--- src/design/bba_pkg.sv ---
// shared types, constants and helpers of the buddy allocator
package bba_pkg;

  localparam int unsigned SLOT_W  = 15;
  localparam int unsigned WA_W    = 10;
  localparam int unsigned PTR_W   = 11;
  localparam int unsigned HDR_W   = 6;
  localparam int unsigned SLOTS   = 32768;
  localparam int unsigned WORDS   = 1024;
  localparam logic [3:0]  TOP_ORD = 4'd10;
  localparam logic [27:0] TOP_BYTES = 28'd131072;
  localparam logic [22:0] FREE_BYTES_RST = 23'd4193024;
  localparam logic [15:0] BLOCKS_RST = 16'd32;

  localparam logic [1:0] ST_OK    = 2'd0;
  localparam logic [1:0] ST_NOBLK = 2'd1;
  localparam logic [1:0] ST_SIZE  = 2'd2;
  localparam logic [1:0] ST_BAD   = 2'd3;

  localparam logic CFG_HDR = 1'b0;
  localparam logic CFG_MAX = 1'b1;

  localparam logic [3:0] OP_NONE   = 4'd0;
  localparam logic [3:0] OP_CLEAR  = 4'd1;
  localparam logic [3:0] OP_LOAD   = 4'd2;
  localparam logic [3:0] OP_ACHK   = 4'd3;
  localparam logic [3:0] OP_SCAN   = 4'd4;
  localparam logic [3:0] OP_TAKE   = 4'd5;
  localparam logic [3:0] OP_SRD    = 4'd6;
  localparam logic [3:0] OP_SWR    = 4'd7;
  localparam logic [3:0] OP_AFIN   = 4'd8;
  localparam logic [3:0] OP_FCHK   = 4'd9;
  localparam logic [3:0] OP_FHDR   = 4'd10;
  localparam logic [3:0] OP_MRD    = 4'd11;
  localparam logic [3:0] OP_MWR    = 4'd12;
  localparam logic [3:0] OP_RESULT = 4'd13;

  typedef struct packed {
    logic [3:0] op;
    logic [1:0] res_code;
  } bba_cmd_t;

  typedef struct packed {
    logic clr_done;
    logic kind;
    logic size_bad;
    logic scan_hit;
    logic scan_none;
    logic split_more;
    logic addr_bad;
    logic hdr_bad;
    logic merge;
    logic out_busy;
  } bba_stat_t;

  // first bitmap word of an order
  function automatic logic [PTR_W-1:0] base_of(input logic [3:0] k);
    base_of = 11'd1024 - (11'd1024 >> k);
  endfunction

  function automatic logic [PTR_W-1:0] end_of(input logic [3:0] k);
    if (k >= TOP_ORD) begin
      end_of = 11'd1024;
    end else begin
      end_of = base_of(k + 4'd1);
    end
  endfunction

  function automatic logic [5:0] lsb64(input logic [63:0] v);
    logic [5:0] r;
    r = 6'd0;
    for (int i = 63; i >= 0; i--) begin
      if (v[i]) begin
        r = 6'(i);
      end
    end
    lsb64 = r;
  endfunction

endpackage

--- src/design/bba_ctrl.sv ---
// controller state machine of the buddy allocator
module bba_ctrl import bba_pkg::*; (
  input  logic      clk,
  input  logic      rst_n,
  input  logic      in_valid,
  output logic      in_ready,
  input  bba_stat_t stat,
  output bba_cmd_t  cmd
);

  localparam logic [3:0] S_CLR  = 4'd0;
  localparam logic [3:0] S_IDLE = 4'd1;
  localparam logic [3:0] S_DEC  = 4'd2;
  localparam logic [3:0] S_ACHK = 4'd3;
  localparam logic [3:0] S_SCAN = 4'd4;
  localparam logic [3:0] S_TAKE = 4'd5;
  localparam logic [3:0] S_SRD  = 4'd6;
  localparam logic [3:0] S_SWR  = 4'd7;
  localparam logic [3:0] S_AFIN = 4'd8;
  localparam logic [3:0] S_FCHK = 4'd9;
  localparam logic [3:0] S_FHDR = 4'd10;
  localparam logic [3:0] S_MRD  = 4'd11;
  localparam logic [3:0] S_MWR  = 4'd12;
  localparam logic [3:0] S_RES  = 4'd13;

  logic [3:0] state_r, state_nxt;
  logic [1:0] code_r, code_nxt;

  always_comb begin
    state_nxt    = state_r;
    code_nxt     = code_r;
    cmd.op       = OP_NONE;
    cmd.res_code = code_r;
    in_ready     = 1'b0;
    case (state_r)
      S_CLR: begin
        if (stat.clr_done) begin
          state_nxt = S_IDLE;
        end else begin
          cmd.op = OP_CLEAR;
        end
      end
      S_IDLE: begin
        in_ready = 1'b1;
        if (in_valid) begin
          cmd.op    = OP_LOAD;
          state_nxt = S_DEC;
        end
      end
      S_DEC: begin
        state_nxt = stat.kind ? S_FCHK : S_ACHK;
      end
      S_ACHK: begin
        cmd.op = OP_ACHK;
        if (stat.size_bad) begin
          code_nxt  = ST_SIZE;
          state_nxt = S_RES;
        end else begin
          state_nxt = S_SCAN;
        end
      end
      S_SCAN: begin
        cmd.op = OP_SCAN;
        if (stat.scan_hit) begin
          state_nxt = S_TAKE;
        end else if (stat.scan_none) begin
          code_nxt  = ST_NOBLK;
          state_nxt = S_RES;
        end
      end
      S_TAKE: begin
        cmd.op    = OP_TAKE;
        state_nxt = S_SRD;
      end
      S_SRD: begin
        if (stat.split_more) begin
          cmd.op    = OP_SRD;
          state_nxt = S_SWR;
        end else begin
          state_nxt = S_AFIN;
        end
      end
      S_SWR: begin
        cmd.op    = OP_SWR;
        state_nxt = S_SRD;
      end
      S_AFIN: begin
        cmd.op    = OP_AFIN;
        code_nxt  = ST_OK;
        state_nxt = S_RES;
      end
      S_FCHK: begin
        cmd.op = OP_FCHK;
        if (stat.addr_bad) begin
          code_nxt  = ST_BAD;
          state_nxt = S_RES;
        end else begin
          state_nxt = S_FHDR;
        end
      end
      S_FHDR: begin
        cmd.op = OP_FHDR;
        if (stat.hdr_bad) begin
          code_nxt  = ST_BAD;
          state_nxt = S_RES;
        end else begin
          state_nxt = S_MRD;
        end
      end
      S_MRD: begin
        cmd.op    = OP_MRD;
        state_nxt = S_MWR;
      end
      S_MWR: begin
        cmd.op = OP_MWR;
        if (stat.merge) begin
          state_nxt = S_MRD;
        end else begin
          code_nxt  = ST_OK;
          state_nxt = S_RES;
        end
      end
      S_RES: begin
        if (!stat.out_busy) begin
          cmd.op    = OP_RESULT;
          state_nxt = S_IDLE;
        end
      end
      default: begin
        state_nxt = S_IDLE;
      end
    endcase
  end

  always_ff @(posedge clk) begin
    if (!rst_n) begin
      state_r <= S_CLR;
      code_r  <= ST_OK;
    end else begin
      state_r <= state_nxt;
      code_r  <= code_nxt;
    end
  end

endmodule

--- config.mk ---
export PLATFORM = sky130hd
export DESIGN_NAME = bba_ctrl
export DESIGN_NICKNAME = d
export VERILOG_FILES = /design/src/design/bba_pkg.sv /design/src/design/bba_ctrl.sv
export SDC_FILE = /design/constraint.sdc
export NUM_CORES = 1
export LEC_CHECK = 0
export BUFFER_PORTS_ARGS = -buffer_cell sky130_fd_sc_hd__buf_2
export CAP_MARGIN = 20
export CELL_PAD_IN_SITES_DETAIL_PLACEMENT = 0
export CELL_PAD_IN_SITES_GLOBAL_PLACEMENT = 1
export CORE_MARGIN = 1
export CORE_UTILIZATION = 32
export CTS_CLUSTER_DIAMETER = 150
export DETAILED_ROUTE_END_ITERATION = 7
export PLACE_DENSITY = 0.7
export SKIP_LAST_GASP = 1
export SLEW_MARGIN = 40
export SYNTH_ARGS = -nofsm -noshare
export SYNTH_HDL_FRONTEND = slang
export SYNTH_SLANG_ARGS = --single-unit
--- constraint.sdc ---
create_clock -name clk -period 1.38 [get_ports clk]
set_input_delay 0.276 -clock clk [delete_from_list [all_inputs] [get_ports clk]]
set_output_delay 0.276 -clock clk [all_outputs]
set_load 0.005 [all_outputs]
==> flow_summary.yaml, run 1 <==
outcome:
  outcome: "finished with violations"
  violations: "setup timing"
yosys:
  syn_avg_cell_area_um2: 7.39
  synth_edf_count: 0
  syn_inst: 96
  seq_area_frac_synth_pct: 16.9
  ys_warn_count: 0
  synthDistinctLibCells: 39
  netlist_area_um2: 709
  synth.net_count: 109
  synth_ff_type: "dfxtp_1"
  synth_async_sr_flop_share_pct: 0
  synth-seq-cells: 6
pwr:
  p_leak_nw: 0.516
  p_comb_share_pct: 38.9
  p_int_w: 0.000396
  swShare_pct: 30.5
  power.switching_w: 0.000174
  ir_drop_v: 0.000347
  seqPwrFrac_pct: 32.1
  pwr_density_cell_nw_per_um2: 490
  power.share.clock_pct: 29.0
critical_path:
  crit_path_end_kind: "output port"
  slowest_stage: "or4_4"
  reg2reg_slack_ns: -0.23
  start_kind: "flip-flop"
  cp_max_fo: 6
  worstSetupPathType: "reg2out"
  cp.buffers_inverters: 2
  cp.arrival_ns: 1.39
  cp_top_family: "simple AND/OR/NAND/NOR gates"
  timing.critical_path.slowest_cell_delay_ns: 0.43
  required_ns: 1.10
  worstPathCellList: "buf_12 > or4_4 > o21ai_2 > buf_2"
routing:
  ant_nets: 0
  first_pass_iters: 4
  vias_per_cell: 5.20
  dr_total_vias: 874
  drt_iter0_drc: 3
  wl_per_cell_um: 13.5
  wirelength_mm: 2.27
  route.detailed.drc: 0
sta:
  slew_headroom_pct: 80.7
  rsz0062_at_grt: "yes"
  max_freq_ghz: 0.600
  fin_ws_ns: -0.287
  skew_ns: 0.00504
  period_minus_slack_ns: 1.67
  post-route-period-util_pct: 121
  setup_viol: 11
  tightest_slew_ns: 0.285
  slew_viol_final: 0
  hold_violations: 0
finish:
  fin_util_pct: 57.5
  drive_gt1_share_pct: 52.5
  nFillCells: 192
  final_nets: 156
  n_antenna_cell: 0
  fin_area_um2: 1160
  areaGrowthSynthToFinish_pct: 64.0
  final_cells: 168
grt:
  grt_pass1_vias: 870
  grt.overflow.total: 0
  grt_antenna_before_repair: 0
  grt_usage_pct: 20.7
  grt_max_degree: 13
  grt_pass1_wl_mm: 3.82
clock_tree:
  clkTransAtPathRegs_ns: 0.05
  worstSkewPairLatency_ns: 0.25
  htree_levels: 1
  cts_max_path_buffers: 2
  cts_tree: "yes"
  cts-buffers-inserted: 3
  root_buffer: "clkbuf_4"
  numClockSinks: 6
  ctsHoldBuffers: 0
placement:
  gp_congestion: 0.818
  post-dp-hpwl_mm: 1.61
  port_buffers: 19
  pre_cts_ws_ns: -0.206
  dpl.cell_count: 155
  place_area_um2: 965
floorplanning:
  dieHeight_um: 49.1
  die-area_um2: 2410
  start_util_pct: 35.1
  rows: 16
  coreArea_um2: 2020
  ioPinCount: 20
  die_w_um: 49.1
min_path:
  hold_path_class: "in2reg"
run:
  drv_cap: 0
worst paths after layout:
check,cells past startpoint,to,startpoint
setup / recovery,4,cmd[2],state_r[2]
hold / removal,3,code_r[0],rst_n
setup reg to reg,6,state_r[2],state_r[0]
hold reg to reg,2,code_r[1],code_r[1]
cells in the mapped netlist (all sizes together) (3+ instances only):
cell,n,share of area (%)
dfxtp,6,17
nand4,3,2.6
nor3,3,2.8
nor2,3,1.6
nand3b,3,3.2
nand2b,5,4.4
o21ai,10,7.1
a21oi,6,4.8
buf,9,8.1
a21o,3,3.2
a21boi,3,3.2
mux2i,4,5.6
nand2,8,4.2
nor2b,6,5.3
per-layer routing:
metal / track usage [%] / up-vias / wire [µm]
li1: - / 452 / -
met1: 25.3 / 397 / 1040
met2: 35.4 / 19 / 1140
met3: 1.25 / 6 / 54
met4: 11.8 / 0 / 29
met5: 0 / - / 0
cell type report:
| type | instances | area [µm²] | share of cell area [%] |
|---|---|---|---|
| multi-input cells | 79 | 594 | 51.1 |
| repair buffers | 51 | 370 | 31.8 |
| flip-flops and latches | 6 | 135 | 11.6 |
| well taps | 27 | 33.8 | 2.90 |
| clock buffers | 3 | 22.5 | 1.94 |
| inverters | 2 | 7.51 | 0.645 |
logic make-up (layout without fill, tap and decap cells):
logic type,Yosys count,count (layout),synth area share (%)
flip-flops,6,6,16.9
AND/OR/NAND/NOR,41,41,36.9
AO/OA/AOI/OAI,34,34,31.4
buffers and inverters,11,56,9.17
multiplexers,4,4,5.64
cells in the final DEF, fill, tap and decap left out, types with 3 or more instances in the layout:
master	instances
nand3b_1	3
nand2_1	8
a21oi_1	3
clkbuf_4	3
o21ai_1	3
buf_2	19
nand2b_1	4
nor2b_1	5
a21o_1	3
mux2i_1	4
dfxtp_4	4
buf_4	26
o21ai_0	6
buf_6	4
nand4_1	3
state kept, by name (all words and copies together) (netlist names):
register and cells:
state_r 4, code_r 2
timing repair:
item / in CTS / in global routing
buffers inserted: 8 / 3
gates resized for setup: 19 / 13
endpoints found under the setup margin: 11 / 11
hold endpoints to repair: 0 / 0
pin swaps: 5 / 6
power by group through the flow:
stage | logic, W | registers (W) | clock network [W]
2_1_floorplan | 0.0000843 | 0.000187 | 0
3_3_place_gp | 0.000158 | 0.000193 | 0
3_5_place_dp | 0.000160 | 0.000193 | 0
4_1_cts | 0.000195 | 0.000182 | 0.000166
5_1_grt | 0.000242 | 0.000183 | 0.000172
6_report | 0.000222 | 0.000183 | 0.000165
stage by stage:
step | TNS (ns) | power, W | hold slack, ns
final | -2.04 | 0.000570 | 0.340
after detailed placement | -1.44 | 0.000353 | 0.456
after floorplan | -0.00488 | 0.000271 | 0.415
after global placement | -1.06 | 0.000351 | 0.452
after global routing | -2.70 | 0.000596 | 0.360
after CTS | -2.17 | 0.000542 | 0.334
worst register-to-register path, cell delays in order (launching register included):
cell	delay, ns
dfxtp_4	0.35
buf_6	0.12
or4b_4	0.55
nor3_4	0.20
nor3_2	0.09
nand2_1	0.08
a21boi_0	0.09
Note: power is estimated with default switching activity, not from simulation.
==> run 2, diff against run 1 <==
--- a/config.mk
+++ b/config.mk
@@ -5,15 +5,16 @@
 export SDC_FILE = /design/constraint.sdc
 export NUM_CORES = 1
 export LEC_CHECK = 0
+export ABC_AREA = 1
 export BUFFER_PORTS_ARGS = -buffer_cell sky130_fd_sc_hd__buf_2
 export CAP_MARGIN = 20
 export CELL_PAD_IN_SITES_DETAIL_PLACEMENT = 0
 export CELL_PAD_IN_SITES_GLOBAL_PLACEMENT = 1
 export CORE_MARGIN = 1
-export CORE_UTILIZATION = 32
+export CORE_UTILIZATION = 29
 export CTS_CLUSTER_DIAMETER = 150
 export DETAILED_ROUTE_END_ITERATION = 7
-export PLACE_DENSITY = 0.7
+export PLACE_DENSITY = 0.69
 export SKIP_LAST_GASP = 1
 export SLEW_MARGIN = 40
 export SYNTH_ARGS = -nofsm -noshare
==> run 2 against run 1 <==
Effect of this change:
- the run still ends with setup timing left
- via count rose by 2.6%
- clock-buffer cell count did not move
- global-route usage fell by 0.35 points
- clock power fell by 2%
- routed wire length rose by 2.8%
- worst hold slack got worse by 0.041 ns
- fmax rose by 9.1%
==> flow_summary.yaml, run 2 <==
yosys:
  yosys-top-cells-area: "dfxtp_1 18%, nand2_1 15%, nor2_1 9.0%, nand3_1 8.3%, inv_1 7.9%"
  syn_avg_cell_area_um2: 5.74
  yosys.area_share.adder_pct: 0
  synth_top_area_share_pct: 18.0
  ys_warn_count: 0
  synth_edf_count: 0
  synth_top_family_by_area: "simple AND/OR/NAND/NOR gates"
  yosysTopAreaCell: "dfxtp_1"
  synth-seq-cells: 6
  synth_ff_type: "dfxtp_1"
  synth-simple-area-share_pct: 52.4
  synth.net_count: 129
  synth_async_sr_flop_share_pct: 0
  syn_inst: 116
  synth_compound_area_share_pct: 17.7
  seq_area_frac_synth_pct: 18.0
  synth_commonest_cells: "27 x nand2_1, 16 x nor2_1, 14 x inv_1"
  yosysMostFrequentCell: "nand2_1"
  synth_xor_area_share_pct: 0
  netlist_area_um2: 666
  synthMuxAreaShare_pct: 0
  synthDistinctLibCells: 22
sta:
  tightest_slew_ns: 0.244
  setup_viol: 4
  max_freq_ghz: 0.655
  period_minus_slack_ns: 1.53
  fin_ws_ns: -0.147
  slew_viol_final: 0
  slew_headroom_pct: 83.5
  rsz0062_at_grt: "yes"
  hold_violations: 0
  post-route-period-util_pct: 111
  skew_ns: 0.00359
  hold_slack_ns: 0.299
critical_path:
  required_ns: 1.10
  cp_max_fo: 6
  cp.arrival_ns: 1.25
  start_kind: "flip-flop"
  crit_path_end_kind: "output port"
  worstSetupPathType: "reg2out"
outcome:
  outcome: "finished with violations"
  violations: "setup timing"
grt:
  grt_pass1_wl_mm: 3.77
  grt_pass1_vias: 860
  grt_usage_pct: 20.3
  grt_max_degree: 8
  grt_antenna_before_repair: 0
  grt.overflow.total: 0
pwr:
  ir_drop_v: 0.000691
  p_leak_nw: 0.552
  pwr_density_cell_nw_per_um2: 1210
clock_tree:
  root_buffer: "clkbuf_4"
  cts_tree: "yes"
  cts_max_path_buffers: 2
  numClockSinks: 6
  worstSkewPairLatency_ns: 0.24
  ctsHoldBuffers: 0
  cts-buffers-inserted: 3
  htree_levels: 1
  clkTransAtPathRegs_ns: 0.05
routing:
  vias_per_cell: 4.93
  wirelength_mm: 2.33
  drt_iter0_drc: 13
  first_pass_iters: 4
  route.detailed.drc: 0
  ant_nets: 0
  wl_per_cell_um: 12.8
  dr_total_vias: 897
finish:
  areaGrowthSynthToFinish_pct: 60.7
  n_antenna_cell: 0
  final_nets: 170
  mostFrequentLayoutCells: "22 x nand2_1, 19 x buf_2, 15 x buf_4, 12 x inv_1, 12 x nor2_1"
  drive_gt1_share_pct: 49.7
  fin_area_um2: 1070
  largest_register_ffs: 4
  regMostFlops: "state_r"
  layout_commonest_cell: "nand2_1"
  reg.largest.list: "state_r (4), code_r (2)"
floorplanning:
  coreArea_um2: 2060
  ioPinCount: 20
  die-area_um2: 2490
  start_util_pct: 32.3
  die_w_um: 49.9
  rows: 16
  dieHeight_um: 49.9
run:
  drv_cap: 0
min_path:
  hold_path_class: "in2reg"
placement:
  gp_congestion: 0.837
  port_buffers: 19
  place_area_um2: 881
  post-dp-hpwl_mm: 1.83
run 2: cell types whose count changed in the layout (fill, tap and decap cells not counted), sizes merged, moves of 4 or more:
| cell | previous run | this run |
|---|---|---|
| buf | 51 | 37 |
| inv | 2 | 18 |
| mux2i | 4 | 0 |
| nand2 | 8 | 31 |
| nand2b | 5 | 0 |
| nand3 | 2 | 12 |
| nor2 | 3 | 23 |
| nor2b | 6 | 0 |
run 2: kinds of logic (layout without fill, tap and decap cells):
logic type             Yosys count  in the layout
and+or+nand+nor                 72             72
DFF                              6              6
AOI/OAI and AO/OA               19             19
buffers and inverters           19             58
run 2: what timing repair did:
item | 4_1_cts | 5_1_grt
gates resized for setup | 23 | 17
setup buffers | 3 | 3
endpoints found under the setup margin | 8 | 8
pin swaps | 4 | 4
run 2: where the power goes:
group	switching [W]	total [W]	internal, W
Sequential	0.0000813	0.000311	0.000229
Combinational	0.000460	0.000828	0.000368
Clock	0.0000623	0.000161	0.0000983
run 2: area by class of cell:
cell class	count	area, µm²
fillers	216	992
multi-input cells	91	559
repair buffers	37	241
flip-flops and latches	6	135
inverters	18	77.6
well taps	27	33.8
clock buffers	3	22.5
run 2: layer usage:
layer / global-route usage, % / up-vias / part of all wire [%] / wire, µm
met5: 0 / - / 0 / 0
met4: 7.62 / 0 / 1.8 / 42
met3: 3.70 / 4 / 4.6 / 107
met2: 35.4 / 26 / 50 / 1160
met1: 24.4 / 410 / 44 / 1020
li1: - / 457 / - / -
run 2: path summary, 6_finish.rpt:
kind / from / end / slack (ns) / cells past startpoint
worst max-delay path: state_r[2] / cmd[4] / -0.15 / 6
worst max register to register: state_r[1] / code_r[1] / 0.03 / 10
worst min-delay path: rst_n / code_r[0] / 0.30 / 3
worst min register to register: code_r[0] / code_r[0] / 0.48 / 2
run 2: critical path, stage by stage, from the launching register on:
cell      delay (ns)
dfxtp_4         0.40
nand2_2         0.09
buf_4           0.15
nor2_4          0.11
nor2_2          0.05
o211ai_1        0.07
buf_2           0.14
run 2: stage by stage:
| stage | worst slack, ns | setup TNS (ns) | util [%] | cells | power (W) |
|---|---|---|---|---|---|
| finish | -0.147 | -0.484 | 51.9 | 182 | 0.00130 |
| global route | -0.216 | -0.948 | 51.9 | 182 | 0.00141 |
| CTS | -0.141 | -0.528 | 48.0 | 179 | 0.00122 |
| global placement | -0.0580 | -0.169 | 42.7 | 174 | 0.000956 |
| floorplan | 0.136 | 0 | - | 116 | 0.000697 |
| detailed placement | -0.0559 | -0.171 | 42.7 | 174 | 0.000955 |
